File: src/sv/ftso_pkg.sv
// ----------------------------------------------------------------------------
// ftso_pkg
// Shared types and constants of the FLV tag timestamp offset core.
// ----------------------------------------------------------------------------
package ftso_pkg;

  localparam int unsigned DEF_QUEUE_DEPTH = 4;

  localparam int unsigned CFG_IDX_W  = 2;
  localparam int unsigned CFG_DATA_W = 32;

  localparam logic [CFG_IDX_W-1:0] CFG_TIME_OFFSET = 2'd0;
  localparam logic [CFG_IDX_W-1:0] CFG_KEEP_HEADER = 2'd1;

  localparam logic [23:0] HEADER_LAST  = 24'd12;
  localparam logic [23:0] SIZE_LAST    = 24'd2;
  localparam logic [23:0] STAMP_LAST   = 24'd3;
  localparam logic [23:0] ID_LAST      = 24'd2;
  localparam logic [23:0] TAGSIZE_LAST = 24'd3;
  localparam logic [31:0] TAG_HEAD_LEN = 32'h0000_000b;
  localparam logic [7:0]  SCRIPT_TYPE  = 8'h12;

  // one burst of up to four result bytes caused by one input byte
  typedef struct packed {
    logic [1:0]      last_idx;
    logic            err;
    logic [3:0][7:0] data;
  } ftso_burst_t;

  typedef struct packed {
    logic full;
    logic empty;
  } ftso_q_status_t;

endpackage

File: src/sv/ftso_front.sv
// ----------------------------------------------------------------------------
// ftso_front
// Byte parser: tracks the FLV field, rewrites timestamps and checks tag sizes,
// and turns each accepted byte into at most one result burst.
// ----------------------------------------------------------------------------
module ftso_front import ftso_pkg::*; (
  input  logic        clk_i,
  input  logic        rst_ni,
  input  logic        accept_i,
  input  logic [7:0]  in_byte_i,
  input  logic        segment_start_i,
  input  logic [31:0] time_offset_i,
  input  logic        keep_header_i,
  output logic        push_o,
  output ftso_burst_t burst_o
);

  typedef enum logic [2:0] {
    PH_HEADER, PH_TYPE, PH_SIZE, PH_STAMP, PH_ID, PH_DATA, PH_TAGSIZE, PH_ERROR
  } phase_e;

  phase_e      phase_q, phase_d;
  logic [23:0] cnt_q, cnt_d;
  logic [23:0] size_q, size_d;
  logic [23:0] stamp_q, stamp_d;
  logic [23:0] tsb_q, tsb_d;
  logic        first_q, first_d;
  logic        drop_q, drop_d;

  logic [31:0] ts;
  logic [31:0] got;
  logic        emit;

  always_comb begin
    phase_d = segment_start_i ? PH_HEADER : phase_q;
    cnt_d   = segment_start_i ? 24'd0 : cnt_q;
    size_d  = segment_start_i ? 24'd0 : size_q;
    stamp_d = segment_start_i ? 24'd0 : stamp_q;
    tsb_d   = segment_start_i ? 24'd0 : tsb_q;
    first_d = segment_start_i ? 1'b1 : first_q;
    drop_d  = segment_start_i ? 1'b0 : drop_q;
    ts      = {in_byte_i, stamp_d} + time_offset_i;
    got     = {tsb_d, in_byte_i};
    emit    = 1'b0;
    burst_o = '0;
    burst_o.data[0] = in_byte_i;
    case (phase_d)
      PH_HEADER: begin
        emit = keep_header_i;
        if (cnt_d == HEADER_LAST) begin
          cnt_d   = 24'd0;
          phase_d = PH_TYPE;
        end else begin
          cnt_d = cnt_d + 24'd1;
        end
      end
      PH_TYPE: begin
        drop_d  = first_d && (in_byte_i == SCRIPT_TYPE);
        first_d = 1'b0;
        emit    = !drop_d;
        size_d  = 24'd0;
        cnt_d   = 24'd0;
        phase_d = PH_SIZE;
      end
      PH_SIZE: begin
        emit   = !drop_d;
        size_d = {size_d[15:0], in_byte_i};
        if (cnt_d == SIZE_LAST) begin
          cnt_d   = 24'd0;
          stamp_d = 24'd0;
          phase_d = PH_STAMP;
        end else begin
          cnt_d = cnt_d + 24'd1;
        end
      end
      PH_STAMP: begin
        if (cnt_d == STAMP_LAST) begin
          emit             = !drop_d;
          burst_o.last_idx = 2'd3;
          burst_o.data[0]  = ts[23:16];
          burst_o.data[1]  = ts[15:8];
          burst_o.data[2]  = ts[7:0];
          burst_o.data[3]  = ts[31:24];
          cnt_d            = 24'd0;
          phase_d          = PH_ID;
        end else begin
          stamp_d = {stamp_d[15:0], in_byte_i};
          cnt_d   = cnt_d + 24'd1;
        end
      end
      PH_ID: begin
        emit = !drop_d;
        if (cnt_d == ID_LAST) begin
          if (size_d == 24'd0) begin
            cnt_d   = 24'd0;
            tsb_d   = 24'd0;
            phase_d = PH_TAGSIZE;
          end else begin
            cnt_d   = size_d;
            phase_d = PH_DATA;
          end
        end else begin
          cnt_d = cnt_d + 24'd1;
        end
      end
      PH_DATA: begin
        emit  = !drop_d;
        cnt_d = cnt_d - 24'd1;
        if (cnt_d == 24'd0) begin
          tsb_d   = 24'd0;
          phase_d = PH_TAGSIZE;
        end
      end
      PH_TAGSIZE: begin
        if (cnt_d == TAGSIZE_LAST) begin
          if (got != ({8'd0, size_d} + TAG_HEAD_LEN)) begin
            emit            = 1'b1;
            burst_o.err     = 1'b1;
            burst_o.data[0] = 8'd0;
            phase_d         = PH_ERROR;
          end else begin
            emit             = !drop_d;
            burst_o.last_idx = 2'd3;
            burst_o.data[0]  = tsb_d[23:16];
            burst_o.data[1]  = tsb_d[15:8];
            burst_o.data[2]  = tsb_d[7:0];
            burst_o.data[3]  = in_byte_i;
            phase_d          = PH_TYPE;
          end
          drop_d = 1'b0;
          cnt_d  = 24'd0;
        end else begin
          tsb_d = {tsb_d[15:0], in_byte_i};
          cnt_d = cnt_d + 24'd1;
        end
      end
      default: begin
      end
    endcase
    push_o = accept_i && emit;
  end

  always_ff @(posedge clk_i or negedge rst_ni) begin
    if (!rst_ni) begin
      phase_q <= PH_HEADER;
      cnt_q   <= '0;
      size_q  <= '0;
      stamp_q <= '0;
      tsb_q   <= '0;
      first_q <= 1'b1;
      drop_q  <= 1'b0;
    end else if (accept_i) begin
      phase_q <= phase_d;
      cnt_q   <= cnt_d;
      size_q  <= size_d;
      stamp_q <= stamp_d;
      tsb_q   <= tsb_d;
      first_q <= first_d;
      drop_q  <= drop_d;
    end
  end

endmodule

File: src/sv/ftso_queue.sv
// ----------------------------------------------------------------------------
// ftso_queue
// Short burst queue between the parser and the output serializer.
// ----------------------------------------------------------------------------
module ftso_queue import ftso_pkg::*; #(
  parameter int unsigned QUEUE_DEPTH = DEF_QUEUE_DEPTH
) (
  input  logic           clk_i,
  input  logic           rst_ni,
  input  logic           push_i,
  input  ftso_burst_t    push_data_i,
  input  logic           pop_i,
  output ftso_burst_t    pop_data_o,
  output ftso_q_status_t status_o
);

  localparam int unsigned PTR_W = (QUEUE_DEPTH > 1) ? $clog2(QUEUE_DEPTH) : 1;
  localparam int unsigned CNT_W = $clog2(QUEUE_DEPTH + 1);
  localparam logic [PTR_W-1:0] PTR_LAST  = PTR_W'(QUEUE_DEPTH - 1);
  localparam logic [CNT_W-1:0] CNT_DEPTH = CNT_W'(QUEUE_DEPTH);

  ftso_burst_t [QUEUE_DEPTH-1:0] slot_q;
  logic [PTR_W-1:0] wr_q, rd_q;
  logic [CNT_W-1:0] count_q;
  logic             do_push, do_pop;

  assign status_o.full  = (count_q == CNT_DEPTH);
  assign status_o.empty = (count_q == '0);
  assign do_push        = push_i && !status_o.full;
  assign do_pop         = pop_i && !status_o.empty;
  assign pop_data_o     = slot_q[rd_q];

  always_ff @(posedge clk_i) begin
    if (do_push) begin
      slot_q[wr_q] <= push_data_i;
    end
  end

  always_ff @(posedge clk_i or negedge rst_ni) begin
    if (!rst_ni) begin
      wr_q    <= '0;
      rd_q    <= '0;
      count_q <= '0;
    end else begin
      if (do_push) begin
        wr_q <= (wr_q == PTR_LAST) ? '0 : wr_q + PTR_W'(1);
      end
      if (do_pop) begin
        rd_q <= (rd_q == PTR_LAST) ? '0 : rd_q + PTR_W'(1);
      end
      if (do_push && !do_pop) begin
        count_q <= count_q + CNT_W'(1);
      end else if (do_pop && !do_push) begin
        count_q <= count_q - CNT_W'(1);
      end
    end
  end

endmodule

File: src/sv/ftso_back.sv
// ----------------------------------------------------------------------------
// ftso_back
// Output serializer: unpacks queued bursts, one beat per unstalled cycle.
// ----------------------------------------------------------------------------
module ftso_back import ftso_pkg::*; (
  input  logic           clk_i,
  input  logic           rst_ni,
  input  ftso_burst_t    burst_i,
  input  ftso_q_status_t status_i,
  output logic           pop_o,
  output logic           out_valid_o,
  input  logic           out_stall_i,
  output logic [7:0]     out_byte_o,
  output logic           last_of_run_o,
  output logic           size_error_o
);

  ftso_burst_t cur_q;
  logic [1:0]  idx_q;
  logic        busy_q;
  logic        take, at_last;

  assign take          = busy_q && !out_stall_i;
  assign at_last       = (idx_q == cur_q.last_idx);
  assign pop_o         = !status_i.empty && (!busy_q || (take && at_last));
  assign out_valid_o   = busy_q;
  assign out_byte_o    = cur_q.data[idx_q];
  assign last_of_run_o = at_last;
  assign size_error_o  = cur_q.err;

  always_ff @(posedge clk_i) begin
    if (pop_o) begin
      cur_q <= burst_i;
    end
  end

  always_ff @(posedge clk_i or negedge rst_ni) begin
    if (!rst_ni) begin
      busy_q <= 1'b0;
      idx_q  <= '0;
    end else if (pop_o) begin
      busy_q <= 1'b1;
      idx_q  <= '0;
    end else if (take) begin
      if (at_last) begin
        busy_q <= 1'b0;
      end else begin
        idx_q <= idx_q + 2'd1;
      end
    end
  end

endmodule

File: src/sv/flv_tag_timestamp_offset_core.sv
// ----------------------------------------------------------------------------
// flv_tag_timestamp_offset_core
// Rewrites FLV tag timestamps by a configured offset, drops a leading script
// tag, checks previous-tag-size fields and flags mismatches.
// ----------------------------------------------------------------------------
// channel  | handshake                | payload
// in       | in_valid_i / in_stall_o  | in_byte_i, segment_start_i
// out      | out_valid_o / out_stall_i| out_byte_o, last_of_run_o, size_error_o
// cfg      | cfg_valid_i / cfg_ready_o| cfg_index_i, cfg_data_i
//
// One input beat per cycle while the burst queue has room; each beat yields
// zero to four output beats, sent one per cycle by the serializer while the
// output is not stalled. Timestamp and matching tag-size fields come out as
// four-beat bursts; the serializer draining the queue sets the sustained rate.
// Reset clears parse state, queue and offset; keep_header resets to one.
// A stall on the output backs up the queue, then stalls the input.
// ----------------------------------------------------------------------------
module flv_tag_timestamp_offset_core import ftso_pkg::*; #(
  parameter int unsigned QUEUE_DEPTH = DEF_QUEUE_DEPTH
) (
  input  logic                  clk_i,
  input  logic                  rst_ni,
  input  logic                  in_valid_i,
  output logic                  in_stall_o,
  input  logic [7:0]            in_byte_i,
  input  logic                  segment_start_i,
  output logic                  out_valid_o,
  input  logic                  out_stall_i,
  output logic [7:0]            out_byte_o,
  output logic                  last_of_run_o,
  output logic                  size_error_o,
  input  logic                  cfg_valid_i,
  output logic                  cfg_ready_o,
  input  logic [CFG_IDX_W-1:0]  cfg_index_i,
  input  logic [CFG_DATA_W-1:0] cfg_data_i
);

  logic [31:0]    time_offset_q;
  logic           keep_header_q;
  logic           accept, push, pop;
  ftso_burst_t    push_data, pop_data;
  ftso_q_status_t q_status;

  assign cfg_ready_o = 1'b1;
  assign in_stall_o  = q_status.full;
  assign accept      = in_valid_i && !in_stall_o;

  always_ff @(posedge clk_i or negedge rst_ni) begin
    if (!rst_ni) begin
      time_offset_q <= '0;
      keep_header_q <= 1'b1;
    end else if (cfg_valid_i && cfg_ready_o) begin
      case (cfg_index_i)
        CFG_TIME_OFFSET: time_offset_q <= cfg_data_i[31:0];
        CFG_KEEP_HEADER: keep_header_q <= cfg_data_i[0];
        default: begin
        end
      endcase
    end
  end

  ftso_front u_front (
    .clk_i           (clk_i),
    .rst_ni          (rst_ni),
    .accept_i        (accept),
    .in_byte_i       (in_byte_i),
    .segment_start_i (segment_start_i),
    .time_offset_i   (time_offset_q),
    .keep_header_i   (keep_header_q),
    .push_o          (push),
    .burst_o         (push_data)
  );

  ftso_queue #(
    .QUEUE_DEPTH (QUEUE_DEPTH)
  ) u_queue (
    .clk_i       (clk_i),
    .rst_ni      (rst_ni),
    .push_i      (push),
    .push_data_i (push_data),
    .pop_i       (pop),
    .pop_data_o  (pop_data),
    .status_o    (q_status)
  );

  ftso_back u_back (
    .clk_i         (clk_i),
    .rst_ni        (rst_ni),
    .burst_i       (pop_data),
    .status_i      (q_status),
    .pop_o         (pop),
    .out_valid_o   (out_valid_o),
    .out_stall_i   (out_stall_i),
    .out_byte_o    (out_byte_o),
    .last_of_run_o (last_of_run_o),
    .size_error_o  (size_error_o)
  );

`ifndef SYNTHESIS
  a_err_beat: assert property (@(posedge clk_i) disable iff (!rst_ni)
    out_valid_o && size_error_o |-> last_of_run_o && (out_byte_o == 8'd0))
    else $error("error beat is not a single zero beat");

  a_burst_cont: assert property (@(posedge clk_i) disable iff (!rst_ni)
    out_valid_o && !out_stall_i && !last_of_run_o |=> out_valid_o)
    else $error("burst broken before its last beat");

  a_no_lost_push: assert property (@(posedge clk_i) disable iff (!rst_ni)
    push |-> !q_status.full)
    else $error("burst pushed into a full queue");
`endif

endmodule
File: config.mk
export PLATFORM = sky130hd
export DESIGN_NAME = flv_tag_timestamp_offset_core
export DESIGN_NICKNAME = d
export VERILOG_FILES = /design/src/sv/ftso_pkg.sv /design/src/sv/ftso_front.sv /design/src/sv/ftso_queue.sv /design/src/sv/ftso_back.sv /design/src/sv/flv_tag_timestamp_offset_core.sv
export SDC_FILE = /design/constraint.sdc
export NUM_CORES = 1
export LEC_CHECK = 0
export ABC_AREA = 1
export BUFFER_PORTS_ARGS = -buffer_cell sky130_fd_sc_hd__buf_2
export CORE_MARGIN = 2
export CORE_UTILIZATION = 30
export CTS_BUF_LIST = sky130_fd_sc_hd__clkbuf_8
export CTS_CLUSTER_DIAMETER = 80
export DETAILED_ROUTE_END_ITERATION = 8
export SYNTH_ARGS = -nofsm -noshare
export SYNTH_HDL_FRONTEND = slang
export SYNTH_SLANG_ARGS = --single-unit
File: constraint.sdc
create_clock -name clk_i -period 7.7 [get_ports clk_i]
set_input_delay 0.77 -clock clk_i [delete_from_list [all_inputs] [get_ports clk_i]]
set_output_delay 0.77 -clock clk_i [all_outputs]
set_load 0.1 [all_outputs]
==> flow_metrics.tcl <==
set metrics [dict create \
    path_class "in2reg" \
    fp.dieW_um 259 \
    synthTopCellsByArea "edfxtp_1, dfrtp_1, nand2_1, nor2_1, o21ai_0" \
    setup_viol 0 \
    antenna_found_initial 5 \
    synth_edf_count 170 \
    outcome "finished, final reports clean" \
    max_freq_ghz 0.212 \
    ys_warn_count 0 \
    cts_root_buf "clkbuf_8" \
    fin_setup_tns_ns 0 \
    synth-seq-cells 314 \
    grt_pass1_wl_mm 97.3 \
    synthFlopType "edfxtp_1" \
    ys_seq_area_share_pct 44.5 \
    fin_crit_sh_pct 61.3 \
    cap_violations 0 \
    use_met1_pct 26.1 \
    p_sw_uw 3500 \
    yosysUniqueCellTypes 57 \
    yosys.cell_count.top_type "nand2_1" \
    grt_use_met3_pct 3.36 \
    finalHoldViolations 0 \
    vias 17900 \
    internal_power_uw 3980 \
    worstMarginPinSlew_ns 1.22 \
    cts_made_buffers 54 \
    clk_latency_ns 0.67 \
    grtUsageTotal_pct 18.5 \
    powerDensity_mw_per_mm2 344 \
    slew_headroom_pct 18.4 \
    seqPwrFrac_pct 33.5 \
    die_y_um 259 \
    grt_max_degree 72 \
    critPathLaunchType "primary input" \
    grt_pass1_vias 16800 \
    dp_slack_ns 2.40 \
    synth_top_area_share_pct 26.1 \
    rsz0062_at_grt "false" \
    ctsLongestPathBuffers 3 \
    dieArea_mm2 0.0673 \
    cts_tree "yes" \
    fin_skew_ns 0.0546 \
    avgRoutedWirePerCell_um 18.5 \
    synth_nets 2588 \
    netlist.top_cell.by_area "edfxtp_1" \
    peakVddDrop_mv 0.195 \
    power.share.clock_pct 20.5 \
    drc 0 \
    leakagePower_uw 0.00936 \
    initial_core_util_pct 30.3 \
    port_buffers 59 \
    gr-max-usage-layer "met2" \
    layout-drive-gt1-share_pct 10.1 \
    antenna_cells 0 \
    core_mm2 0.0645 \
    cp.required_ns 8.21 \
    drt_pass1_iterations 6 \
    drt_iter0_drc 1755 \
    nets 2619 \
    cts_resized 0 \
    synthTopCellsByCount "nand2_1, nor2_1, inv_1" \
    arrival_ns 5.23 \
    postSynth.asyncResetShare_pct 45.9 \
    fillers 6867 \
    met2_usage_pct 28.2 \
    area_growth_syn_to_layout_pct 11.2 \
    swShare_pct 46.8 \
    io_pins 61 \
    postSynthCellCount 2494 \
    grt_overflow 0 \
    routed_wl_mm 63.4 \
    power_frac_comb_pct 45.9 \
    synth_area_per_cell_um2 7.84 \
    fin_crit_ns 4.72 \
    hpwlAfterDp_mm 44.6 \
    post_cts_buffers 0 \
    fin_ws_ns 2.98 \
    ant_nets 0 \
    end_kind "flip-flop" \
    drv_slew 0 \
    min_path_type "in2async" \
    avgViaCountPerCell 5.22 \
    cts.htree.levels 2 \
    place_congestion 0.948 \
    rows 93 \
    totalPowerFinal_uw 7480 \
    cts_num_sinks 314 \
    crit_fanout 32 \
    clkTransAtPathRegs_ns 0.06 \
    hold_buffers 0 \
    syn_area_mm2 0.0196 \
]
## power groups by stage
stage | clock network [µW] | registers (µW) | logic (µW)
6_report | 1540 | 2510 | 3440
5_1_grt | 1640 | 2560 | 3800
4_1_cts | 1580 | 2510 | 3400
3_5_place_dp | 0 | 2540 | 3390
3_3_place_gp | 0 | 2540 | 3390
2_1_floorplan | 0 | 2480 | 2490
## cells by family after synthesis
logic type	Yosys count	share of synthesized area, %
xor+xnor	41	1.87
mux	31	1.78
fa+ha+maj	46	3.02
flops	314	44.5
compound gates	537	15.8
buf+inv	383	7.93
other cells	1	0.0192
simple gates	1141	25.1
## routing by layer
| metal | routed length (µm) | vias to the layer above |
|---|---|---|
| met5 | 7 | - |
| met4 | 2090 | 2 |
| met3 | 5290 | 123 |
| met2 | 27500 | 738 |
| met1 | 28500 | 8447 |
| li1 | - | 8568 |
## critical path, stage by stage
cell and delay, ns:
buf_2 0.13, inv_2 0.48, nand2_1 0.30, ha_1 0.30, inv_1 0.06, nand3_2 0.11
nand2_2 0.17, nand2_1 0.10, nor2_2 0.41, nand3_1 0.18, nand2_1 0.11, nand2_1 0.06
nor2_1 0.08, nand2_1 0.05, nor2_1 0.10, nand3_1 0.17, nand2_1 0.13, nand2_1 0.06
nand2_1 0.05, nand2_1 0.11, nand2_2 0.25, inv_1 0.07, ha_1 0.18, inv_1 0.10
fa_1 0.42, mux2_2 0.26
## flip-flops by register name, summed over array words and instances, names as in the netlist, 2 cells and up
register,count
time_offset_q,32
u_back.cur_q,33
u_back.idx_q,2
u_front.cnt_q,24
u_front.phase_q,3
u_front.size_q,24
u_front.stamp_q,24
u_front.tsb_q,24
u_queue.count_q,3
u_queue.rd_q,2
u_queue.slot_q,136
u_queue.wr_q,2
## worst paths after layout
check                                            endpoint  cells after the start  slack [ns]                           from
min in group clk_i           time_offset_q[6]$_DFFE_PN0P_                      2        0.34                  cfg_data_i[6]
max                        u_queue.count_q[1]$_DFFE_PN0P_                     26        2.98                segment_start_i
max in group asynchronous     u_queue.wr_q[0]$_DFFE_PN0P_                      3        5.77                         rst_ni
max reg2reg                u_queue.count_q[1]$_DFFE_PN0P_                     24        3.47  u_front.size_q[0]$_DFFE_PN0P_
min reg2reg                  u_front.cnt_q[9]$_DFFE_PN0P_                      2        0.47   u_front.cnt_q[9]$_DFFE_PN0P_
min                           u_back.idx_q[0]$_DFFE_PN0P_                      1        0.08                         rst_ni
## area by class of cell
class / instances / area (µm²) / share of cell area, %
tap: 855 / 1070 / 4.92
timing repair buffer: 83 / 482 / 2.22
clock buffer: 61 / 840 / 3.86
clock inverter: 38 / 253 / 1.16
sequential: 314 / 8710 / 40.1
multi-input combinational: 1797 / 9350 / 43.0
inverter: 275 / 1030 / 4.75
## layout by cell type, fill, tap and decap left out, types with 3 or more instances in the layout
master,n
buf_2,58
ha_1,44
xnor2_1,7
clkinv_2,6
nor4_1,5
dfrtp_1,141
nor2_1,300
o21bai_1,3
nand3_2,6
nor3_1,12
o221ai_1,6
clkinv_1,15
a22oi_1,18
nor2_4,10
nand2_2,14
o21ai_0,223
clkbuf_8,61
o21a_1,5
a21o_1,8
inv_1,279
or2_2,6
o211ai_1,53
nand3b_1,5
nand2_1,544
o22ai_1,56
edfxtp_1,170
nand4_1,84
inv_2,6
mux2_2,31
nor2_2,19
xor2_1,33
a31oi_1,6
o21ai_1,15
buf_4,24
a21oi_1,121
a221oi_1,11
nand3_1,129
## through the flow
stage / hold slack, ns / util [%] / area [µm²] / instances
after floorplan: 0.449 / - / 19600 / 2494
final: 0.0809 / 33.7 / 21700 / 3423
after global placement: 0.462 / 32.0 / 20600 / 3324
after detailed placement: 0.465 / 32.0 / 20600 / 3324
after global routing: 0.107 / 33.7 / 21700 / 3423
after CTS: 0.0721 / 33.7 / 21700 / 3423
No activity file was read; power rests on OpenSTA's default activity.
